--- config.mk ---
export PLATFORM = sky130hd
export DESIGN_NAME = trigger_action_rule_engine
export DESIGN_NICKNAME = d
export VERILOG_FILES = /design/src/rtl/core/tare_pkg.sv /design/src/rtl/core/tare_lane.sv /design/src/rtl/core/tare_merge.sv /design/src/rtl/core/trigger_action_rule_engine.sv
export SDC_FILE = /design/constraint.sdc
export NUM_CORES = 1
export LEC_CHECK = 0
export ABC_AREA = 1
export CAP_MARGIN = 20
export CORE_ASPECT_RATIO = 0.7
export CORE_MARGIN = 4
export CORE_UTILIZATION = 30
export DETAILED_ROUTE_END_ITERATION = 6
export DONT_BUFFER_PORTS = 1
export GPL_ROUTABILITY_DRIVEN = 1
export SLEW_MARGIN = 20
export SYNTH_ARGS = -nofsm -noshare
export SYNTH_HDL_FRONTEND = slang
export SYNTH_SLANG_ARGS = --single-unit
--- constraint.sdc ---
create_clock -name aclk -period 3.8 [get_ports aclk]
set_input_delay 0.76 -clock aclk [delete_from_list [all_inputs] [get_ports aclk]]
set_output_delay 0.76 -clock aclk [all_outputs]
set_load 0.01 [all_outputs]
--- src/rtl/core/tare_pkg.sv ---
// Shared types, codes and reset constants for the trigger/action rule engine.
// No dependencies; every other file in rtl/core refers to this package by scoped names.
package tare_pkg;

    localparam int DEF_MAX_RULES  = 8;
    localparam int DEF_VALUE_BITS = 8;
    localparam int MASK_W         = 8;
    localparam int PACK_W         = 64;

    // System modes.
    localparam logic [1:0] MODE_NORMAL = 2'd0;
    localparam logic [1:0] MODE_LOCK   = 2'd1;
    localparam logic [1:0] MODE_SLEEP  = 2'd2;

    // Rule phases.
    localparam logic [1:0] PH_IDLE   = 2'd0;
    localparam logic [1:0] PH_ARMED  = 2'd1;
    localparam logic [1:0] PH_ACTING = 2'd2;

    // Trigger relations.
    localparam logic [1:0] REL_EQUAL   = 2'd0;
    localparam logic [1:0] REL_GREATER = 2'd1;
    localparam logic [1:0] REL_LESS    = 2'd2;

    // Rule actions; both remaining codes mean sleep.
    localparam logic [1:0] ACT_START = 2'd0;
    localparam logic [1:0] ACT_STOP  = 2'd1;

    // Configuration register indexes.
    localparam logic [2:0] CFG_RULE_COUNT   = 3'd0;
    localparam logic [2:0] CFG_THRESHOLDS   = 3'd1;
    localparam logic [2:0] CFG_RELATIONS    = 3'd2;
    localparam logic [2:0] CFG_ACTIONS      = 3'd3;
    localparam logic [2:0] CFG_TIME_MASK    = 3'd4;
    localparam logic [2:0] CFG_RUN_DURATION = 3'd5;
    localparam logic [2:0] CFG_LOCK_SPAN    = 3'd6;
    localparam logic [2:0] CFG_WAKE_LEVEL   = 3'd7;

    localparam logic [7:0] RST_RUN_DURATION = 8'd20;
    localparam logic [7:0] RST_LOCK_SPAN    = 8'd2;
    localparam logic       RST_WAKE_LEVEL   = 1'b1;

    typedef struct packed {
        logic [1:0] phase_next;
        logic       start;
        logic       stop;
        logic       sleep;
    } lane_res_t;

    typedef struct packed {
        logic [1:0] mode;
        logic       overtime;
        logic       switch_latched;
    } sys_state_t;

    typedef struct packed {
        logic [MASK_W-1:0] start_mask;
        logic [MASK_W-1:0] stop_mask;
        logic              make_mode;
        logic              shut_down;
        logic              detach_link;
        logic              restore;
        logic [1:0]        system_mode;
    } result_t;

endpackage

--- src/rtl/core/tare_lane.sv ---
// One rule lane: evaluates the trigger and the phase step of a single rule.
// Depends on tare_pkg; the result is registered when the lane stage is enabled.
module tare_lane #(
    parameter int VALUE_BITS = tare_pkg::DEF_VALUE_BITS
) (
    input  logic                  aclk,
    input  logic                  en,
    input  logic                  active,
    input  logic [1:0]            phase,
    input  logic [1:0]            action,
    input  logic [1:0]            relation,
    input  logic [VALUE_BITS-1:0] value,
    input  logic [VALUE_BITS-1:0] threshold,
    input  logic                  running,
    input  logic                  time_trig,
    output tare_pkg::lane_res_t   lane_res
);

    tare_pkg::lane_res_t res_reg;
    tare_pkg::lane_res_t res_next;
    logic                hit;

    always_comb begin
        case (relation)
            tare_pkg::REL_EQUAL:   hit = (value == threshold);
            tare_pkg::REL_GREATER: hit = (value > threshold);
            tare_pkg::REL_LESS:    hit = (value < threshold);
            default:               hit = 1'b1;
        endcase
    end

    always_comb begin
        res_next            = '0;
        res_next.phase_next = phase;
        if (active) begin
            case (phase)
                tare_pkg::PH_ACTING: begin
                    // A stop rule on run time stays acting until a wake-up returns it to idle.
                    if (action == tare_pkg::ACT_START && !running) begin
                        res_next.phase_next = tare_pkg::PH_IDLE;
                    end else if (action == tare_pkg::ACT_STOP && !time_trig && running) begin
                        res_next.phase_next = tare_pkg::PH_IDLE;
                    end
                end
                tare_pkg::PH_IDLE: begin
                    if (hit) begin
                        res_next.phase_next = tare_pkg::PH_ARMED;
                    end
                end
                tare_pkg::PH_ARMED: begin
                    case (action)
                        tare_pkg::ACT_START: begin
                            res_next.start      = 1'b1;
                            res_next.phase_next = tare_pkg::PH_ACTING;
                        end
                        tare_pkg::ACT_STOP: begin
                            res_next.stop       = 1'b1;
                            res_next.phase_next = tare_pkg::PH_ACTING;
                        end
                        default: begin
                            res_next.sleep = 1'b1;
                        end
                    endcase
                end
                default: begin
                    res_next.phase_next = phase;
                end
            endcase
        end
    end

    always_ff @(posedge aclk) begin
        if (en) begin
            res_reg <= res_next;
        end
    end

    assign lane_res = res_reg;

endmodule

--- src/rtl/core/tare_merge.sv ---
// Merging stage: truncates the scan at the first sleeping rule and steps the system mode.
// Depends on tare_pkg; purely combinational, committed by the top level.
module tare_merge #(
    parameter int MAX_RULES = tare_pkg::DEF_MAX_RULES
) (
    input  tare_pkg::lane_res_t lanes      [MAX_RULES],
    input  logic [1:0]          phase      [MAX_RULES],
    input  logic [MAX_RULES-1:0] active,
    input  tare_pkg::sys_state_t state,
    input  logic [7:0]          run_time,
    input  logic                switch_at_run,
    input  logic                pin_change,
    input  logic                wake_pin_level,
    input  logic [7:0]          run_duration,
    input  logic [7:0]          lock_span,
    input  logic                wake_level,
    output tare_pkg::sys_state_t state_next,
    output logic [1:0]          phase_next [MAX_RULES],
    output tare_pkg::result_t   result
);

    logic [MAX_RULES-1:0] sleep_vec;
    logic [MAX_RULES-1:0] below;
    logic                 overtime_now;
    logic                 lock_done;

    always_comb begin
        for (int i = 0; i < MAX_RULES; i++) begin
            sleep_vec[i] = lanes[i].sleep;
        end
        // Rules below the first sleeping rule take effect; the rest are left untouched.
        below        = (sleep_vec - MAX_RULES'(1)) & ~sleep_vec;
        overtime_now = state.overtime | (run_time >= run_duration);
        lock_done    = ({1'b0, run_time} >= ({1'b0, run_duration} + {1'b0, lock_span}));
    end

    always_comb begin
        state_next          = state;
        state_next.overtime = overtime_now;
        result              = '0;
        for (int i = 0; i < MAX_RULES; i++) begin
            phase_next[i] = phase[i];
        end
        case (state.mode)
            tare_pkg::MODE_NORMAL: begin
                for (int i = 0; i < MAX_RULES; i++) begin
                    if (below[i]) begin
                        phase_next[i]           = lanes[i].phase_next;
                        result.start_mask[i]    = lanes[i].start;
                        result.stop_mask[i]     = lanes[i].stop;
                    end
                end
                if (overtime_now || (|sleep_vec)) begin
                    state_next.overtime = 1'b1;
                    state_next.mode     = tare_pkg::MODE_LOCK;
                    result.shut_down    = 1'b1;
                end
            end
            tare_pkg::MODE_LOCK: begin
                if (lock_done) begin
                    if (switch_at_run && !state.switch_latched) begin
                        result.detach_link        = 1'b1;
                        state_next.switch_latched = 1'b1;
                    end
                    state_next.mode = tare_pkg::MODE_SLEEP;
                end
            end
            default: begin
                if (pin_change && (wake_pin_level == wake_level)) begin
                    result.restore            = 1'b1;
                    state_next.overtime       = 1'b0;
                    state_next.switch_latched = switch_at_run;
                    state_next.mode           = tare_pkg::MODE_NORMAL;
                    for (int i = 0; i < MAX_RULES; i++) begin
                        if (active[i]) begin
                            phase_next[i] = tare_pkg::PH_IDLE;
                        end
                    end
                end
            end
        endcase
        result.make_mode   = (|result.start_mask) ? state_next.switch_latched : 1'b0;
        result.system_mode = (state_next.mode > tare_pkg::MODE_SLEEP) ? tare_pkg::MODE_SLEEP
                                                                      : state_next.mode;
    end

endmodule

--- src/rtl/core/trigger_action_rule_engine.sv ---
// Top level of the trigger/action rule engine: registers, rule lanes and merging stage.
// Depends on tare_pkg, tare_lane and tare_merge.
//
//   channel   direction  handshake            contents
//   s_        in         s_valid / s_ready    one control tick
//   m_        out        m_valid / m_ready    masks, flags and mode after the tick
//   cfg_      in         cfg_we               register write, cfg_index selects
//
// A request passes capture, a lane stage in which all rule lanes evaluate side by side,
// and a merging stage that commits the state and loads the output register.
// A new request is taken in the cycle after the merge, even while a result still waits.
// The merge holds while the output register is full and not being taken.
// Reset clears the system state, all rule phases and the configuration registers to their reset values.
module trigger_action_rule_engine #(
    parameter int MAX_RULES  = tare_pkg::DEF_MAX_RULES,
    parameter int VALUE_BITS = tare_pkg::DEF_VALUE_BITS
) (
    input  logic        aclk,
    input  logic        aresetn,
    input  logic        s_valid,
    output logic        s_ready,
    input  logic [63:0] s_trigger_values,
    input  logic [7:0]  s_actuators_running,
    input  logic [7:0]  s_run_time,
    input  logic        s_switch_at_run,
    input  logic        s_pin_change,
    input  logic        s_wake_pin_level,
    output logic        m_valid,
    input  logic        m_ready,
    output logic [7:0]  m_start_mask,
    output logic [7:0]  m_stop_mask,
    output logic        m_make_mode,
    output logic        m_shut_down,
    output logic        m_detach_link,
    output logic        m_restore,
    output logic [1:0]  m_system_mode,
    input  logic        cfg_we,
    input  logic [2:0]  cfg_index,
    input  logic [63:0] cfg_wdata
);

    localparam logic [1:0] ST_IDLE  = 2'd0;
    localparam logic [1:0] ST_LANE  = 2'd1;
    localparam logic [1:0] ST_MERGE = 2'd2;

    logic [1:0]  state_reg;
    logic [1:0]  state_next;

    // Configuration registers.
    logic [3:0]  rule_count_reg;
    logic [63:0] thresholds_reg;
    logic [15:0] relations_reg;
    logic [15:0] actions_reg;
    logic [7:0]  time_mask_reg;
    logic [7:0]  run_duration_reg;
    logic [7:0]  lock_span_reg;
    logic        wake_level_reg;

    // Captured request.
    logic [63:0] values_reg;
    logic [7:0]  running_reg;
    logic [7:0]  run_time_reg;
    logic        switch_reg;
    logic        pin_change_reg;
    logic        pin_level_reg;

    tare_pkg::sys_state_t sys_reg;
    tare_pkg::sys_state_t sys_next;
    logic [1:0]           phase_reg      [MAX_RULES];
    logic [1:0]           phase_next     [MAX_RULES];
    tare_pkg::lane_res_t  lanes          [MAX_RULES];
    logic [MAX_RULES-1:0] active;
    logic [3:0]           count_sat;
    tare_pkg::result_t    result;
    tare_pkg::result_t    out_reg;
    logic                 out_valid_reg;
    logic                 accept;
    logic                 commit;

    assign s_ready = aresetn && (state_reg == ST_IDLE);
    assign accept  = s_valid && s_ready;
    assign commit  = (state_reg == ST_MERGE) && (!out_valid_reg || m_ready);

    assign count_sat = (rule_count_reg > 4'(MAX_RULES)) ? 4'(MAX_RULES) : rule_count_reg;

    always_comb begin
        for (int i = 0; i < MAX_RULES; i++) begin
            active[i] = (4'(i) < count_sat);
        end
    end

    always_comb begin
        case (state_reg)
            ST_IDLE:  state_next = accept ? ST_LANE : ST_IDLE;
            ST_LANE:  state_next = ST_MERGE;
            ST_MERGE: state_next = commit ? ST_IDLE : ST_MERGE;
            default:  state_next = ST_IDLE;
        endcase
    end

    always_ff @(posedge aclk) begin
        if (!aresetn) begin
            state_reg        <= ST_IDLE;
            out_valid_reg    <= 1'b0;
            sys_reg          <= '{mode: tare_pkg::MODE_NORMAL, overtime: 1'b0,
                                  switch_latched: 1'b0};
            rule_count_reg   <= '0;
            thresholds_reg   <= '0;
            relations_reg    <= '0;
            actions_reg      <= '0;
            time_mask_reg    <= '0;
            run_duration_reg <= tare_pkg::RST_RUN_DURATION;
            lock_span_reg    <= tare_pkg::RST_LOCK_SPAN;
            wake_level_reg   <= tare_pkg::RST_WAKE_LEVEL;
            for (int i = 0; i < MAX_RULES; i++) begin
                phase_reg[i] <= tare_pkg::PH_IDLE;
            end
        end else begin
            state_reg <= state_next;
            if (commit) begin
                out_valid_reg <= 1'b1;
                sys_reg       <= sys_next;
                for (int i = 0; i < MAX_RULES; i++) begin
                    phase_reg[i] <= phase_next[i];
                end
            end else if (m_ready) begin
                out_valid_reg <= 1'b0;
            end
            if (cfg_we) begin
                case (cfg_index)
                    tare_pkg::CFG_RULE_COUNT:   rule_count_reg   <= cfg_wdata[3:0];
                    tare_pkg::CFG_THRESHOLDS:   thresholds_reg   <= cfg_wdata;
                    tare_pkg::CFG_RELATIONS:    relations_reg    <= cfg_wdata[15:0];
                    tare_pkg::CFG_ACTIONS:      actions_reg      <= cfg_wdata[15:0];
                    tare_pkg::CFG_TIME_MASK:    time_mask_reg    <= cfg_wdata[7:0];
                    tare_pkg::CFG_RUN_DURATION: run_duration_reg <= cfg_wdata[7:0];
                    tare_pkg::CFG_LOCK_SPAN:    lock_span_reg    <= cfg_wdata[7:0];
                    tare_pkg::CFG_WAKE_LEVEL:   wake_level_reg   <= cfg_wdata[0];
                    default:                    wake_level_reg   <= wake_level_reg;
                endcase
            end
        end
    end

    always_ff @(posedge aclk) begin
        if (accept) begin
            values_reg     <= s_trigger_values;
            running_reg    <= s_actuators_running;
            run_time_reg   <= s_run_time;
            switch_reg     <= s_switch_at_run;
            pin_change_reg <= s_pin_change;
            pin_level_reg  <= s_wake_pin_level;
        end
        if (commit) begin
            out_reg <= result;
        end
    end

    for (genvar g = 0; g < MAX_RULES; g++) begin : g_lane
        tare_lane #(
            .VALUE_BITS (VALUE_BITS)
        ) u_lane (
            .aclk      (aclk),
            .en        (state_reg == ST_LANE),
            .active    (active[g]),
            .phase     (phase_reg[g]),
            .action    (actions_reg[2*g +: 2]),
            .relation  (relations_reg[2*g +: 2]),
            .value     (values_reg[8*g +: VALUE_BITS]),
            .threshold (thresholds_reg[8*g +: VALUE_BITS]),
            .running   (running_reg[g]),
            .time_trig (time_mask_reg[g]),
            .lane_res  (lanes[g])
        );
    end

    tare_merge #(
        .MAX_RULES (MAX_RULES)
    ) u_merge (
        .lanes          (lanes),
        .phase          (phase_reg),
        .active         (active),
        .state          (sys_reg),
        .run_time       (run_time_reg),
        .switch_at_run  (switch_reg),
        .pin_change     (pin_change_reg),
        .wake_pin_level (pin_level_reg),
        .run_duration   (run_duration_reg),
        .lock_span      (lock_span_reg),
        .wake_level     (wake_level_reg),
        .state_next     (sys_next),
        .phase_next     (phase_next),
        .result         (result)
    );

    assign m_valid       = out_valid_reg;
    assign m_start_mask  = out_reg.start_mask;
    assign m_stop_mask   = out_reg.stop_mask;
    assign m_make_mode   = out_reg.make_mode;
    assign m_shut_down   = out_reg.shut_down;
    assign m_detach_link = out_reg.detach_link;
    assign m_restore     = out_reg.restore;
    assign m_system_mode = out_reg.system_mode;

endmodule

==> flow_metrics.py <==
metrics = {
    "status": {
        "outcome": "finished clean",
    },
    "global_route": {
        "grt_antenna_before_repair": 8,
        "grt_max_degree": 131,
        "grt_remaining_overflow": 0,
        "global_route.usage.total": 0.144,
        "first_pass_grt_wire_length_um": 53200,
        "via_count_of_the_first_global_routing_pass": 9283,
    },
    "pwr": {
        "power.leakage_uw": 0.00564,
        "vdd.ir_drop.worst_uv": 324,
        "power.total_uw": 6910,
        "power.density_cell_area_nw_per_um2": 469,
    },
    "setup_path": {
        "critical_setup_path_kind": "reg2reg",
        "cpPeakStageDelay_ns": 0.41,
        "crit_fanout": 3,
        "start_kind": "flop",
        "setup.reg_to_reg.worst_slack_ns": 0.81,
        "slowest_stage": "fa_1",
        "cell_chain_of_the_critical_path": "ha_1 -> inv_1 -> fa_1 -> o21ai_1 -> xor2_1 -> ha_1 -> nand2_1 -> nor2_1 -> nand2_1 -> nand3_1 -> nand2_1 -> nand2_1 -> nand2_1 -> nand2_1 -> and2_1 -> nor2_1 -> nand2_1 -> nand2_1",
        "cp-end-kind": "flop",
        "cp_data_required_time_ns": 4.11,
        "cp.arrival_ns": 3.30,
        "r2r_start": "run_duration_reg[0]$_SDFFE_PN0P_",
        "cpMostUsedCell": "nand2_1",
        "reg2reg_depth": 18,
        "reg2reg_to": "m_system_mode[0]$_SDFFCE_PN0P_",
    },
    "sta": {
        "fin_skew_ns": 0.00646,
        "worst_pin_slew_ns": 0.969,
        "maxSlewViolCount": 0,
        "timing.final.setup_violations": 0,
        "post_route_fraction_of_the_period_consumed_by_the_critical_path": 0.787,
        "timing.slew.headroom": 0.350,
        "period_minus_slack_ns": 2.99,
        "fmax_mhz": 335,
        "timing.final.hold_violations": 0,
        "rsz0062_at_grt": "false",
        "totalNegativeSetupSlack_ns": 0,
    },
    "clock_tree": {
        "clkLatencyLatePin_ns": 0.57,
        "cts_htree_levels": 1,
        "clock_root_buffer": "clkbuf_16",
        "cts_resized": 0,
        "clkTransAtPathRegs_ns": 0.07,
        "cts-hold-fix-buffers": 0,
        "cts-buffers-inserted": 29,
        "cts_num_sinks": 293,
        "post-cts-setup-buffers": 0,
        "cts_tree": "built",
        "cts_buffer_depth": 3,
    },
    "route": {
        "drt_iter0_drc": 599,
        "wirelength_um": 34400,
        "drt_drc": 0,
        "wire_per_inst_um": 17.1,
        "drt_first_pass_iters": 5,
        "via_per_inst": 4.72,
        "drtAntennaViolNets": 0,
        "vias": 9504,
    },
    "cells_and_area": {
        "fin_nets": 1644,
        "drive_above_1_share": 0.0682,
        "fin_util": 0.345,
        "most_used_cells_in_the_layout_excluding_fill_and_tap_cells": "inv_1, a21oi_1, dfxtp_1",
        "syn2layout_area_growth_pct": 12.6,
        "finalNonFillerCells": 2015,
        "layout_commonest_cell": "inv_1",
        "fillers": 4378,
    },
    "place": {
        "place.detailed.hpwl_um": 24800,
        "placed_cells": 1954,
        "gp_congestion": 0.860,
        "io_buffer_count": 0,
    },
    "worst_hold_path": {
        "holdPathEnd": "values_reg[37]$_DFFE_PP_",
        "hold-path-cell-count": 0,
        "hold_path_startpoint": "s_trigger_values[37]",
        "hold_class": "in2reg",
    },
    "synth": {
        "top_ff_cell_synth": "dfxtp_1",
        "syn-mean-instance-area_um2": 9.37,
        "synth.net_count": 1643,
        "synthesis.yosys.warnings": 0,
        "synth-seq-cells": 293,
        "synthDistinctLibCells": 47,
        "yosysSeqAreaShare": 0.558,
        "count_of_flip_flops_with_a_built_in_enable_after_synthesis": 145,
        "synth_cells": 1399,
        "netlist_area_um2": 13100,
        "async_reset_ff_frac": 0,
    },
    "floorplanning": {
        "floorplan.io_pins": 179,
        "area_of_the_die_um2": 47100,
        "fp.dieW_um": 258,
        "start_util": 0.307,
        "core_um2": 42700,
        "std_cell_rows": 63,
        "die_y_um": 183,
    },
    "run": {
        "cap_violations": 0,
    },
}
[metal layers]
| layer | global-route usage | share of wire | vias up | wire [µm] |
|---|---|---|---|---|
| met1 | 0.201 | 0.46 | 4425 | 16000 |
| li1 | - | - | 4748 | - |
| met2 | 0.223 | 0.43 | 272 | 14700 |
| met3 | 0.0465 | 0.092 | 49 | 3160 |
| met5 | 0 | 0.0020 | - | 69 |
| met4 | 0.0236 | 0.015 | 10 | 528 |
[cell usage after synthesis, drive strengths merged, types with 2 or more instances]
master,instances,share of area
inv,228,0.066
a21oi,166,0.064
o21ai,156,0.060
nor2,152,0.049
dfxtp,148,0.23
edfxtp,145,0.33
nand2,138,0.040
ha,88,0.084
nand3,48,0.018
clkbuf,30,0.0086
nor3,21,0.0080
nand3b,9,0.0052
o21a,8,0.0046
buf,7,0.0024
nand4,6,0.0029
nor4,5,0.0024
o211ai,5,0.0032
xor2,5,0.0033
a211oi,4,0.0023
a31oi,4,0.0019
and2,3,0.0014
o2111ai,3,0.0020
o22ai,3,0.0014
o31ai,3,0.0017
and3,2,0.00095
or2,2,0.0011
[layout make-up]
cell class                 instances  area (µm²)  share of cell area
sequential                       293        7320               0.496
multi-input combinational        840        4780               0.324
inverter                         229         863              0.0585
clock buffer                      31         733              0.0497
tap                              585         732              0.0496
clock inverter                    23         230              0.0156
timing repair buffer               7        77.6             0.00526
antenna                            7        17.5             0.00119
[kinds of logic (layout without fill, tap and decap cells)]
family | after synthesis | after routing | share of synthesized area
compound gates | 358 | 358 | 0.145
simple gates | 386 | 386 | 0.129
fa+ha+maj | 89 | 89 | 0.0856
buf+inv | 266 | 290 | 0.0768
mux | 1 | 1 | 0.000764
xor+xnor | 6 | 6 | 0.00401
flops | 293 | 293 | 0.558
other cells | 0 | 7 | 0
[stage by stage]
| stage | instance area (µm²) | setup WS, ns | hold slack (ns) |
|---|---|---|---|
| 2_1_floorplan | 13100 | 0.0362 | 0.430 |
| 3_3_place_gp | 13800 | 0.997 | 0.444 |
| 3_5_place_dp | 13800 | 0.825 | 0.450 |
| 4_1_cts | 14700 | 0.813 | 0.252 |
| 5_1_grt | 14700 | 0.535 | 0.243 |
| 6_report | 14800 | 0.810 | 0.283 |
[power breakdown]
group          switching, µW  leakage (µW)  internal [µW]
Sequential              50.6       0.00256           3430
Clock                   1290      0.000465           1680
Combinational            305       0.00261            155
[critical path: cells and delay by family (launching register included)]
family                   cells  cell delay (ns)
AND/OR/NAND/NOR             12             0.91
flip-flops                   1             0.39
adder cells (fa/ha/maj)      3             0.92
AO/OA/AOI/OAI                1             0.32
buffers and inverters        1             0.06
XOR/XNOR                     1             0.13
[worst max path at each step]
| stage | depth (start not counted) | from | slack [ns] | endpoint |
|---|---|---|---|---|
| global route | 18 | run_duration_reg[0]$_SDFFE_PN0P_ | 0.54 | m_system_mode[0]$_SDFFCE_PN0P_ |
| finish | 18 | run_duration_reg[0]$_SDFFE_PN0P_ | 0.81 | m_system_mode[0]$_SDFFCE_PN0P_ |
| floorplan | 3 | aresetn | 0.04 | pin_change_reg$_DFFE_PP_ |
| detailed placement | 18 | run_duration_reg[0]$_SDFFE_PN0P_ | 0.82 | m_system_mode[0]$_SDFFCE_PN0P_ |
| CTS | 18 | run_duration_reg[0]$_SDFFE_PN0P_ | 0.81 | m_system_mode[0]$_SDFFCE_PN0P_ |
| global placement | 18 | run_duration_reg[0]$_SDFFE_PN0P_ | 1.0 | m_system_mode[0]$_SDFFCE_PN0P_ |
Note: power is estimated with default switching activity, not from simulation.
